### src/sv/iagpe_pkg.sv
// ----------------------------------------------------------------------------
// IMA ADPCM gain/pack encoder package
// Step size table, index adjustment and shared widths.
// ----------------------------------------------------------------------------
package iagpe_pkg;

  localparam int unsigned STEP_TOP = 88;

  typedef logic [6:0]         step_idx_t;
  typedef logic [14:0]        step_t;
  typedef logic signed [15:0] pcm_t;
  typedef logic [3:0]         code_t;
  typedef logic signed [4:0]  idx_adj_t;

  localparam step_t STEP_SIZES [0:STEP_TOP] = '{
    15'd7,     15'd8,     15'd9,     15'd10,    15'd11,    15'd12,    15'd13,
    15'd14,    15'd16,    15'd17,    15'd19,    15'd21,    15'd23,    15'd25,
    15'd28,    15'd31,    15'd34,    15'd37,    15'd41,    15'd45,    15'd50,
    15'd55,    15'd60,    15'd66,    15'd73,    15'd80,    15'd88,    15'd97,
    15'd107,   15'd118,   15'd130,   15'd143,   15'd157,   15'd173,   15'd190,
    15'd209,   15'd230,   15'd253,   15'd279,   15'd307,   15'd337,   15'd371,
    15'd408,   15'd449,   15'd494,   15'd544,   15'd598,   15'd658,   15'd724,
    15'd796,   15'd876,   15'd963,   15'd1060,  15'd1166,  15'd1282,  15'd1411,
    15'd1552,  15'd1707,  15'd1878,  15'd2066,  15'd2272,  15'd2499,  15'd2749,
    15'd3024,  15'd3327,  15'd3660,  15'd4026,  15'd4428,  15'd4871,  15'd5358,
    15'd5894,  15'd6484,  15'd7132,  15'd7845,  15'd8630,  15'd9493,  15'd10442,
    15'd11487, 15'd12635, 15'd13899, 15'd15289, 15'd16818, 15'd18500, 15'd20350,
    15'd22385, 15'd24623, 15'd27086, 15'd29794, 15'd32767
  };

  // Indexes past the top read the top entry.
  function automatic step_t step_size(input step_idx_t idx);
    step_t s;
    if (idx > step_idx_t'(STEP_TOP)) begin
      s = STEP_SIZES[STEP_TOP];
    end else begin
      s = STEP_SIZES[idx];
    end
    return s;
  endfunction

  // -1 for magnitudes 0..3, then 2, 4, 6, 8.
  function automatic idx_adj_t index_adjust(input logic [2:0] mag);
    idx_adj_t a;
    if (mag[2]) begin
      a = idx_adj_t'({2'b00, mag[1:0], 1'b0} + 5'd2);
    end else begin
      a = -5'sd1;
    end
    return a;
  endfunction

endpackage

### src/sv/ima_adpcm_gain_pack_encoder.sv
// ----------------------------------------------------------------------------
// IMA ADPCM gain/pack encoder
// Saturating shift gain, 4-bit IMA ADPCM encode, two codes packed per byte.
// ----------------------------------------------------------------------------
// Path: gain into the input register, encode into the result register.
// Throughput: one sample per cycle unless the result register is full and
//   stalled, one byte every second sample; the predictor and step index loop
//   closes within the encode cycle.
// Reset: predictor, step index and pairing clear to zero, gain_shift to 2.
module ima_adpcm_gain_pack_encoder
  import iagpe_pkg::*;
(
  input  logic       clk,
  input  logic       rst,
  input  logic       in_valid,
  output logic       in_stall,
  input  logic [15:0] sample,
  output logic       out_valid,
  input  logic       out_stall,
  output logic [7:0] packed_byte,
  input  logic       cfg_valid,
  output logic       cfg_ready,
  input  logic [2:0] cfg_data
);

  logic [2:0] gain_shift;

  // Input stage: gained sample
  logic       q_valid;
  pcm_t       q_sample;

  // Encoder state
  pcm_t       predicted_value;
  step_idx_t  step_position;
  code_t      held_code;
  logic       second_half;

  logic       advance;
  logic       accept;

  // Gain
  logic signed [23:0] gained_wide;
  pcm_t               gained;

  // Encode
  step_t              step;
  logic signed [16:0] diff;
  logic               sign;
  logic [15:0]        d0, d1, d2;
  logic [15:0]        step_full, step_half, step_quarter;
  logic [2:0]         mag;
  logic [15:0]        vpdiff;
  logic signed [17:0] pred_wide;
  pcm_t               pred_next;
  logic signed [7:0]  idx_wide;
  step_idx_t          idx_next;
  code_t              code;

  assign cfg_ready = 1'b1;

  always_ff @(posedge clk) begin
    if (rst) begin
      gain_shift <= 3'd2;
    end else if (cfg_valid && cfg_ready) begin
      gain_shift <= cfg_data;
    end
  end

  // Shift at 24 bits, then saturate to 16.
  always_comb begin
    gained_wide = 24'(signed'(sample)) <<< gain_shift;
    if (gained_wide > 24'sd32767) begin
      gained = 16'sh7FFF;
    end else if (gained_wide < -24'sd32768) begin
      gained = 16'sh8000;
    end else begin
      gained = gained_wide[15:0];
    end
  end

  // Stall while the second sample of a pair waits on a full, stalled output.
  assign advance  = q_valid && (!second_half || !out_valid || !out_stall);
  assign in_stall = q_valid && !advance;
  assign accept   = in_valid && !in_stall;

  always_ff @(posedge clk) begin
    if (rst) begin
      q_valid <= 1'b0;
    end else if (accept) begin
      q_valid <= 1'b1;
    end else if (advance) begin
      q_valid <= 1'b0;
    end
  end

  always_ff @(posedge clk) begin
    if (accept) begin
      q_sample <= gained;
    end
  end

  always_comb begin
    step         = step_size(step_position);
    step_full    = {1'b0, step};
    step_half    = {2'b00, step[14:1]};
    step_quarter = {3'b000, step[14:2]};

    diff = 17'(q_sample) - 17'(predicted_value);
    sign = diff[16];
    d0   = sign ? 16'(-diff) : diff[15:0];

    mag[2] = d0 >= step_full;
    d1     = mag[2] ? d0 - step_full : d0;
    mag[1] = d1 >= step_half;
    d2     = mag[1] ? d1 - step_half : d1;
    mag[0] = d2 >= step_quarter;

    vpdiff = {4'b0000, step[14:3]}
           + (mag[2] ? step_full    : 16'd0)
           + (mag[1] ? step_half    : 16'd0)
           + (mag[0] ? step_quarter : 16'd0);

    // Full-width predictor update, clamp without wraparound.
    if (sign) begin
      pred_wide = 18'(predicted_value) - signed'({2'b00, vpdiff});
    end else begin
      pred_wide = 18'(predicted_value) + signed'({2'b00, vpdiff});
    end
    if (pred_wide > 18'sd32767) begin
      pred_next = 16'sh7FFF;
    end else if (pred_wide < -18'sd32768) begin
      pred_next = 16'sh8000;
    end else begin
      pred_next = pred_wide[15:0];
    end

    idx_wide = signed'({1'b0, step_position}) + 8'(index_adjust(mag));
    if (idx_wide < 8'sd0) begin
      idx_next = '0;
    end else if (idx_wide > signed'(8'(STEP_TOP))) begin
      idx_next = step_idx_t'(STEP_TOP);
    end else begin
      idx_next = idx_wide[6:0];
    end

    code = {sign, mag};
  end

  always_ff @(posedge clk) begin
    if (rst) begin
      predicted_value <= '0;
      step_position   <= '0;
      held_code       <= '0;
      second_half     <= 1'b0;
    end else if (advance) begin
      predicted_value <= pred_next;
      step_position   <= idx_next;
      second_half     <= !second_half;
      if (!second_half) begin
        held_code <= code;
      end
    end
  end

  always_ff @(posedge clk) begin
    if (rst) begin
      out_valid <= 1'b0;
    end else if (advance && second_half) begin
      out_valid <= 1'b1;
    end else if (!out_stall) begin
      out_valid <= 1'b0;
    end
  end

  always_ff @(posedge clk) begin
    if (advance && second_half) begin
      packed_byte <= {held_code, code};
    end
  end

endmodule

### config.mk
export PLATFORM = sky130hd
export DESIGN_NAME = ima_adpcm_gain_pack_encoder
export DESIGN_NICKNAME = d
export VERILOG_FILES = /design/src/sv/iagpe_pkg.sv /design/src/sv/ima_adpcm_gain_pack_encoder.sv
export SDC_FILE = /design/constraint.sdc
export NUM_CORES = 1
export LEC_CHECK = 0
export ABC_AREA = 1
export BUFFER_PORTS_ARGS = -buffer_cell sky130_fd_sc_hd__buf_2
export CORE_UTILIZATION = 45
export CTS_BUF_LIST = sky130_fd_sc_hd__clkbuf_4 sky130_fd_sc_hd__clkbuf_8
export CTS_CLUSTER_SIZE = 20
export DETAILED_ROUTE_END_ITERATION = 8
export HOLD_SLACK_MARGIN = 0.08
export PLACE_DENSITY_LB_ADDON = 0.15
export RECOVER_POWER = 100
export SYNTH_ARGS = -nofsm -noshare
export SYNTH_HDL_FRONTEND = slang
export SYNTH_SLANG_ARGS = --single-unit
### constraint.sdc
create_clock -name clk -period 22.7 [get_ports clk]
set_input_delay 4.54 -clock clk [delete_from_list [all_inputs] [get_ports clk]]
set_output_delay 4.54 -clock clk [all_outputs]
set_load 0.01 [all_outputs]
## Yosys cells after proc, flatten, opt, wreduce, memory -nomap -nowiden

Memories as Yosys holds them, arrays and structs flattened.
Cells that the tools add are included.

| operators by class | value |
|---|---|
| $lt $le $gt $ge | 11 |
| bitwise operators | 2 |
| reductions and logical operators | 13 |
| shift-type cells | 1 |
| equal/unequal tests | 1 |
| add/sub/neg operators | 11 |
| muxes and demuxes | 20 |

Operators by type and width:

| operator | count |
|---|---|
| 2-to-1 mux 16 bit | 6 |
| 2-to-1 mux 15 bit | 4 |
| > comparator 24 x 16 -> 1 bit (second input constant) | 1 |
| less-than comparator 24 x 16 -> 1 bit (second input constant) | 1 |
| <<< shifter 16 x 3 -> 24 bit | 1 |
| adder 16 x 17 -> 18 bit | 1 |
| > comparator 18 x 16 -> 1 bit (second input constant) | 1 |
| less-than comparator 18 x 16 -> 1 bit (second input constant) | 1 |
| 2-to-1 mux 18 bit | 1 |
| subtractor 16 x 17 -> 18 bit | 1 |
| subtractor 16 x 16 -> 17 bit | 1 |
| adder 12 x 15 -> 16 bit | 1 |
| adder 16 x 13 -> 16 bit | 1 |
| adder 16 x 14 -> 16 bit | 1 |
| >= comparator 16 x 13 -> 1 bit | 1 |
| >= comparator 16 x 14 -> 1 bit | 1 |
| >= comparator 16 x 15 -> 1 bit | 1 |
| negation 16 bit | 1 |
| subtractor 16 x 14 -> 16 bit | 1 |
| subtractor 16 x 15 -> 16 bit | 1 |
| 2-to-1 mux 14 bit | 1 |
| 2-to-1 mux 7 bit | 2 |
| 2-to-1 mux 13 bit | 1 |
| adder 8 x 5 -> 8 bit | 1 |
| other kinds (15) | 26 |

| word-level totals | value |
|---|---|
| register bits | 57 |
| bits of input ports | 24 |
| word-level logic and storage cells | 69 |
| output and inout bits | 11 |
| memories kept | 1 |
| bits in read-only memories | 1,920 |

Memories:

| name | depth | bits a word | read ports | clocked after memory_dff | wr ports | line | text |
|---|---|---|---|---|---|---|---|
| (no name shown) | 128 | 15 | 1 | 0 | 0 | iagpe_pkg.sv:37 | `s = STEP_SIZES[idx];` |

## Longest topological paths before layout

| logic depth | value |
|---|---|
| depth after elaboration | 17 |
| gate-level depth with buffers | 100 |
| mapped depth without buffers | 96 |

## Worst setup path before layout

Ideal clock, no wire load.

| timing | value |
|---|---|
| path type | reg2reg |
| start point | reg q_sample[0] |
| end point | reg predicted_value[10] |
| setup time | 117 ps |
| cell stages (with the launch flop) | 100 |
| period minus slack after synthesis | 12,679 ps |
| data required time | 22,583 ps |
| buffers on the path | 5 |
| arrival time | 12,562 ps |
| path slack | 10,021 ps |
| cell sequence | edfxtp_1 inv_1 ha_1 fa_1 inv_1 nand3_1 nand2_1 nand2_1 nand2_1 nand3_1 nand3_1 nand2_2 inv_1 clkbuf_1 nor2_1 xor2_1 inv_1 ha_1 [... 64 more ...] o21ai_0 a21oi_1 xor2_1 inv_1 ha_1 nand2_1 nor3_1 nor3b_1 nand4_1 nand3_1 xor2_1 nand3b_1 nand2_1 o21ai_1 nand2_1 buf_4 a21oi_1 nor2_1 |

| on the way | value |
|---|---|
| cells in the longest elaborated chain, start to end | 15 |
| elaborated cells between the ends (all ways) | 23 |
| those cells by class | 9 x add/sub; 5 x order compare; 9 x mux |

Ends and longest elaborated chain:

| what | line | text |
|---|---|---|
| from (decl) | ima_adpcm_gain_pack_encoder.sv:30 | `pcm_t q_sample;` |
| from (signal assigned) | ima_adpcm_gain_pack_encoder.sv:98 | `q_sample <= gained;` |
| subtractor 16 x 16 -> 17 bit (*) | ima_adpcm_gain_pack_encoder.sv:108 | `diff = 17'(q_sample) - 17'(predicted_value);` |
| negation 16 bit | ima_adpcm_gain_pack_encoder.sv:110 | `d0 = sign ? 16'(-diff) : diff[15:0];` |
| 2-to-1 mux 16 bit (*) | ima_adpcm_gain_pack_encoder.sv:110 |  |
| subtractor 16 x 15 -> 16 bit / >= comparator 16 x 15 -> 1 bit (equally long branches) | ima_adpcm_gain_pack_encoder.sv:113, ima_adpcm_gain_pack_encoder.sv:112 |  |
| 2-to-1 mux 16 bit (*) | ima_adpcm_gain_pack_encoder.sv:113 | `d1 = mag[2] ? d0 - step_full : d0;` |
| subtractor 16 x 14 -> 16 bit / >= comparator 16 x 14 -> 1 bit (equally long branches) | ima_adpcm_gain_pack_encoder.sv:115, ima_adpcm_gain_pack_encoder.sv:114 |  |
| 2-to-1 mux 16 bit (*) | ima_adpcm_gain_pack_encoder.sv:115 | `d2 = mag[1] ? d1 - step_half : d1;` |
| >= comparator 16 x 13 -> 1 bit (*) | ima_adpcm_gain_pack_encoder.sv:116 | `mag[0] = d2 >= step_quarter;` |
| net code[0] | ima_adpcm_gain_pack_encoder.sv:57 | `code_t code;` |
| 2-to-1 mux 13 bit (*) | ima_adpcm_gain_pack_encoder.sv:121 | `+ (mag[0] ? step_quarter : 16'd0);` |
| adder 16 x 13 -> 16 bit (*) | ima_adpcm_gain_pack_encoder.sv:121 |  |
| adder 16 x 17 -> 18 bit / subtractor 16 x 17 -> 18 bit (equally long branches) | ima_adpcm_gain_pack_encoder.sv:127, ima_adpcm_gain_pack_encoder.sv:125 |  |
| 2-to-1 mux 18 bit (*) | ima_adpcm_gain_pack_encoder.sv:124 | `if (sign) begin` |
| less-than comparator 18 x 16 -> 1 bit | ima_adpcm_gain_pack_encoder.sv:131 | `end else if (pred_wide < -18'sd32768) begin` |
| 2-to-1 mux 16 bit | ima_adpcm_gain_pack_encoder.sv:131 |  |
| 2-to-1 mux 16 bit (*) | ima_adpcm_gain_pack_encoder.sv:129 | `if (pred_wide > 18'sd32767) begin` |
| to (signal assigned) | ima_adpcm_gain_pack_encoder.sv:156 | `predicted_value <= pred_next;` |
| to (decl) | ima_adpcm_gain_pack_encoder.sv:33 | `pcm_t predicted_value;` |

The timed path passes the listed nets; every way through them passes the cells marked *.
A chain may end at the register's enable or synchronous reset.

## Final worst setup path

| timing | value |
|---|---|
| start point | reg predicted_value[0] |
| end point | reg predicted_value[11] |

| on the way | value |
|---|---|
| cells in the longest elaborated chain, start to end | 15 |
| elaborated cells between the ends (all ways) | 23 |
| those cells by class | 9 x add/sub; 5 x order compare; 9 x mux |

Ends and longest elaborated chain:

| what | line |
|---|---|
| subtractor 16 x 16 -> 17 bit | ima_adpcm_gain_pack_encoder.sv:108 |
| negation 16 bit | ima_adpcm_gain_pack_encoder.sv:110 |
| 2-to-1 mux 16 bit | ima_adpcm_gain_pack_encoder.sv:110 |
| subtractor 16 x 15 -> 16 bit / >= comparator 16 x 15 -> 1 bit (equally long branches) | ima_adpcm_gain_pack_encoder.sv:113, ima_adpcm_gain_pack_encoder.sv:112 |
| 2-to-1 mux 16 bit | ima_adpcm_gain_pack_encoder.sv:113 |
| subtractor 16 x 14 -> 16 bit / >= comparator 16 x 14 -> 1 bit (equally long branches) | ima_adpcm_gain_pack_encoder.sv:115, ima_adpcm_gain_pack_encoder.sv:114 |
| 2-to-1 mux 16 bit | ima_adpcm_gain_pack_encoder.sv:115 |
| >= comparator 16 x 13 -> 1 bit | ima_adpcm_gain_pack_encoder.sv:116 |
| 2-to-1 mux 13 bit | ima_adpcm_gain_pack_encoder.sv:121 |
| adder 16 x 13 -> 16 bit | ima_adpcm_gain_pack_encoder.sv:121 |
| adder 16 x 17 -> 18 bit / subtractor 16 x 17 -> 18 bit (equally long branches) | ima_adpcm_gain_pack_encoder.sv:127, ima_adpcm_gain_pack_encoder.sv:125 |
| 2-to-1 mux 18 bit (*) | ima_adpcm_gain_pack_encoder.sv:124 |
| less-than comparator 18 x 16 -> 1 bit | ima_adpcm_gain_pack_encoder.sv:131 |
| 2-to-1 mux 16 bit | ima_adpcm_gain_pack_encoder.sv:131 |
| 2-to-1 mux 16 bit (*) | ima_adpcm_gain_pack_encoder.sv:129 |

Mark *: on every way between the ends. The rest lies on a longest branch, timed or not.

==> flow_summary.toml <==
[status]
status = "finished, final reports clean"

[cts]
path_clk_slew_ns = 0.08
h-tree-depth = 3
post_cts_buffers = 0
cts_buffer_depth = 2
cts_tree = "done"
cts_buffers = 9
clkLatencyLatePin_ns = 0.36
hold_buffers = 0
cts-root-buf = "clkbuf_8"
cts.sinks = 57
ctsResizeCount = 0

[critical_path]
reg2reg_setup_slack_ns = 4.77
endpoint = "predicted_value[11]"
startpoint = "predicted_value[0]"
cp-end-kind = "flop"
r2r_end = "predicted_value[11]"
worst-r2r-cell-count = 91
max_stage_delay_ns = 1.18
cp_common_cell = "nand2_1"
rr_startpoint = "predicted_value[0]"
crit_arrival_ns = 18.18
cp_max_fo = 31
cp.required_ns = 22.96
critical_path_class = "flop to flop"
start_kind = "flop"
slowest_stage = "clkinvlp_2"

[timing]
fin_worst_skew_ns = 0.01014
rsz0062_at_grt = "false"
setup_tns_ns = 0
worstMarginPinSlew_ns = 1.027
setup_viol = 0
fmax_mhz = 55.78
whs_ns = 0.4370
max_slew_margin = 0.3118
finalCritPeriodShare = 0.7898
period_needed_ns = 17.93
hold_viol_final = 0
finalMaxSlewViolations = 0

[route]
via_per_inst = 5.423
vias = 10790
drc = 0
drtAntennaViolNets = 0
wl_mm = 30.85
drtIter0Drc = 879
first_pass_iters = 6
wire_per_inst_um = 15.50

[synth]
async_flop_share = 0
synthSimpleGateAreaFrac = 0.2963
muxShareOfSynthArea = 0.0009434
synth-seq-cells = 57
synthCells = 1669
synth_nets = 1846
synth_area_mm2 = 0.01061
synth-main-ff-cell = "dfxtp_1"
ys_types = 62
synth-compound-area-share = 0.1895
synth_top_family_by_area = "simple AND/OR/NAND/NOR gates"
avgSynthCellArea_um2 = 6.357
yosysSeqAreaShare = 0.1302
synth_fa_ha_area_frac = 0.2017
synth-edff-count = 24
ys_warn_count = 0
synth_xor_area_frac = 0.06675

[global_routing]
grtUsageTotal = 0.2679
grt_pass1_vias = 10450
grt_max_degree = 33
overflow = 0
grt_pass1_wl_mm = 51.81
antenna_found_initial = 0

[die]
die_y_um = 155.6
initial_core_util = 0.4644
io_pins = 35
coreArea_mm2 = 0.02285
row_count = 55
fp.dieW_um = 155.6
die-area_mm2 = 0.02420

[finish]
multiInputGateArea_mm2 = 0.007998
area_growth_pct = 5.306
register_area_mm2 = 0.001381
antenna_cells = 0
nets = 1849
fillers = 2415
drive_gt1_frac = 0.06380

[placement]
dp_hpwl_mm = 24.89
port-buffer-count = 33
gp_congestion = 0.9756

[job]
cap_violations = 0

[hold_path]
hold_path_class = "flop to flop"
hp-start = "held_code[2]"
-- kinds of logic after synthesis --
kind of cell,Yosys count
simple gates,716
compound gates,354
fa+ha+maj,153
mux,1
buf+inv,307
other cells,1
xor+xnor,80
flops,57
-- cell usage in the layout, fill, tap and decap left out, drive strengths merged, types with 23 or more instances in the layout --
| master | n |
|---|---|
| nand2 | 413 |
| inv | 255 |
| a21oi | 139 |
| o21ai | 138 |
| nor2 | 135 |
| ha | 123 |
| nand3 | 105 |
| xor2 | 58 |
| dfxtp | 33 |
| fa | 30 |
| buf | 28 |
| edfxtp | 24 |
| clkbuf | 23 |
-- layer usage --
layer | track usage | up-vias | wire length [µm] | part of all wire
met1 | 0.3565 | 4887 | 14390 | 0.47
met2 | 0.4416 | 334 | 13860 | 0.45
met5 | 0 | - | 0 | 0
met4 | 0.09570 | 0 | 976 | 0.032
li1 | - | 5510 | - | -
met3 | 0.03722 | 60 | 1626 | 0.053
-- cell type report --
type / instances / share of cell area
Multi-Input combinational cell: 1305 / 0.7158
Sequential cell: 57 / 0.1236
Inverter: 257 / 0.08645
Tap cell: 313 / 0.03505
Timing Repair Buffer: 42 / 0.01881
Clock buffer: 9 / 0.01109
Clock inverter: 7 / 0.009183
-- synth_stat cells, types with 9 or more instances --
library cell,instances,area [µm²]
dfxtp_1,33,660.6
nor2_1,125,469.2
xnor2_1,22,192.7
nand2_2,15,93.84
o211ai_1,15,112.6
o31ai_1,14,105.1
ha_1,123,1539
inv_1,244,915.9
nand4_1,15,93.84
fa_1,30,600.6
xor2_1,57,499.2
o21ai_1,12,60.06
nand3_1,98,490.5
nand2_1,394,1479
clkbuf_1,27,101.4
nor3_1,19,95.09
o21ai_0,125,625.6
a21oi_1,135,675.7
inv_2,10,37.54
edfxtp_1,24,720.7
nand3b_1,9,67.56
-- worst min-delay path by stage --
stage	to	slack, ns	depth (start not counted)
global route	packed_byte[4]	0.47	0
floorplan	packed_byte[5]	0.40	0
CTS	packed_byte[6]	0.44	0
detailed placement	packed_byte[6]	0.42	0
global placement	packed_byte[6]	0.42	0
finish	packed_byte[6]	0.44	0
-- stage by stage --
stage	cell area, µm²	setup slack, ns	utilization	std cells
final	11170	4.771	0.4890	1990
after global routing	11170	2.661	0.4890	1990
after CTS	11220	7.228	0.4912	1990
after detailed placement	11000	7.292	0.4813	1974
after global placement	11000	7.708	0.4813	1974
after floorplan	10610	10.02	-	1669
-- worst max-delay path, delay by kind of cell (launching register included) --
kind,cells,cell delay (ns)
adders and majority gates,9,3.09
AOI/OAI and AO/OA,28,5.00
xor gates and xnor gates,4,0.77
DFF,1,0.36
buffers and inverters,11,2.77
and+or+nand+nor,39,5.78
-- sequential cells by signal (all words and copies together), names as in the netlist --
name	count
predicted_value	16
q_valid	1
packed_byte	8
held_code	4
step_position	7
q_sample	16
out_valid	1
gain_shift	3
second_half	1
Power is left out: the tool's default activity adds up to more than one toggle a clock period on the data nets, which glitch-free logic cannot reach.
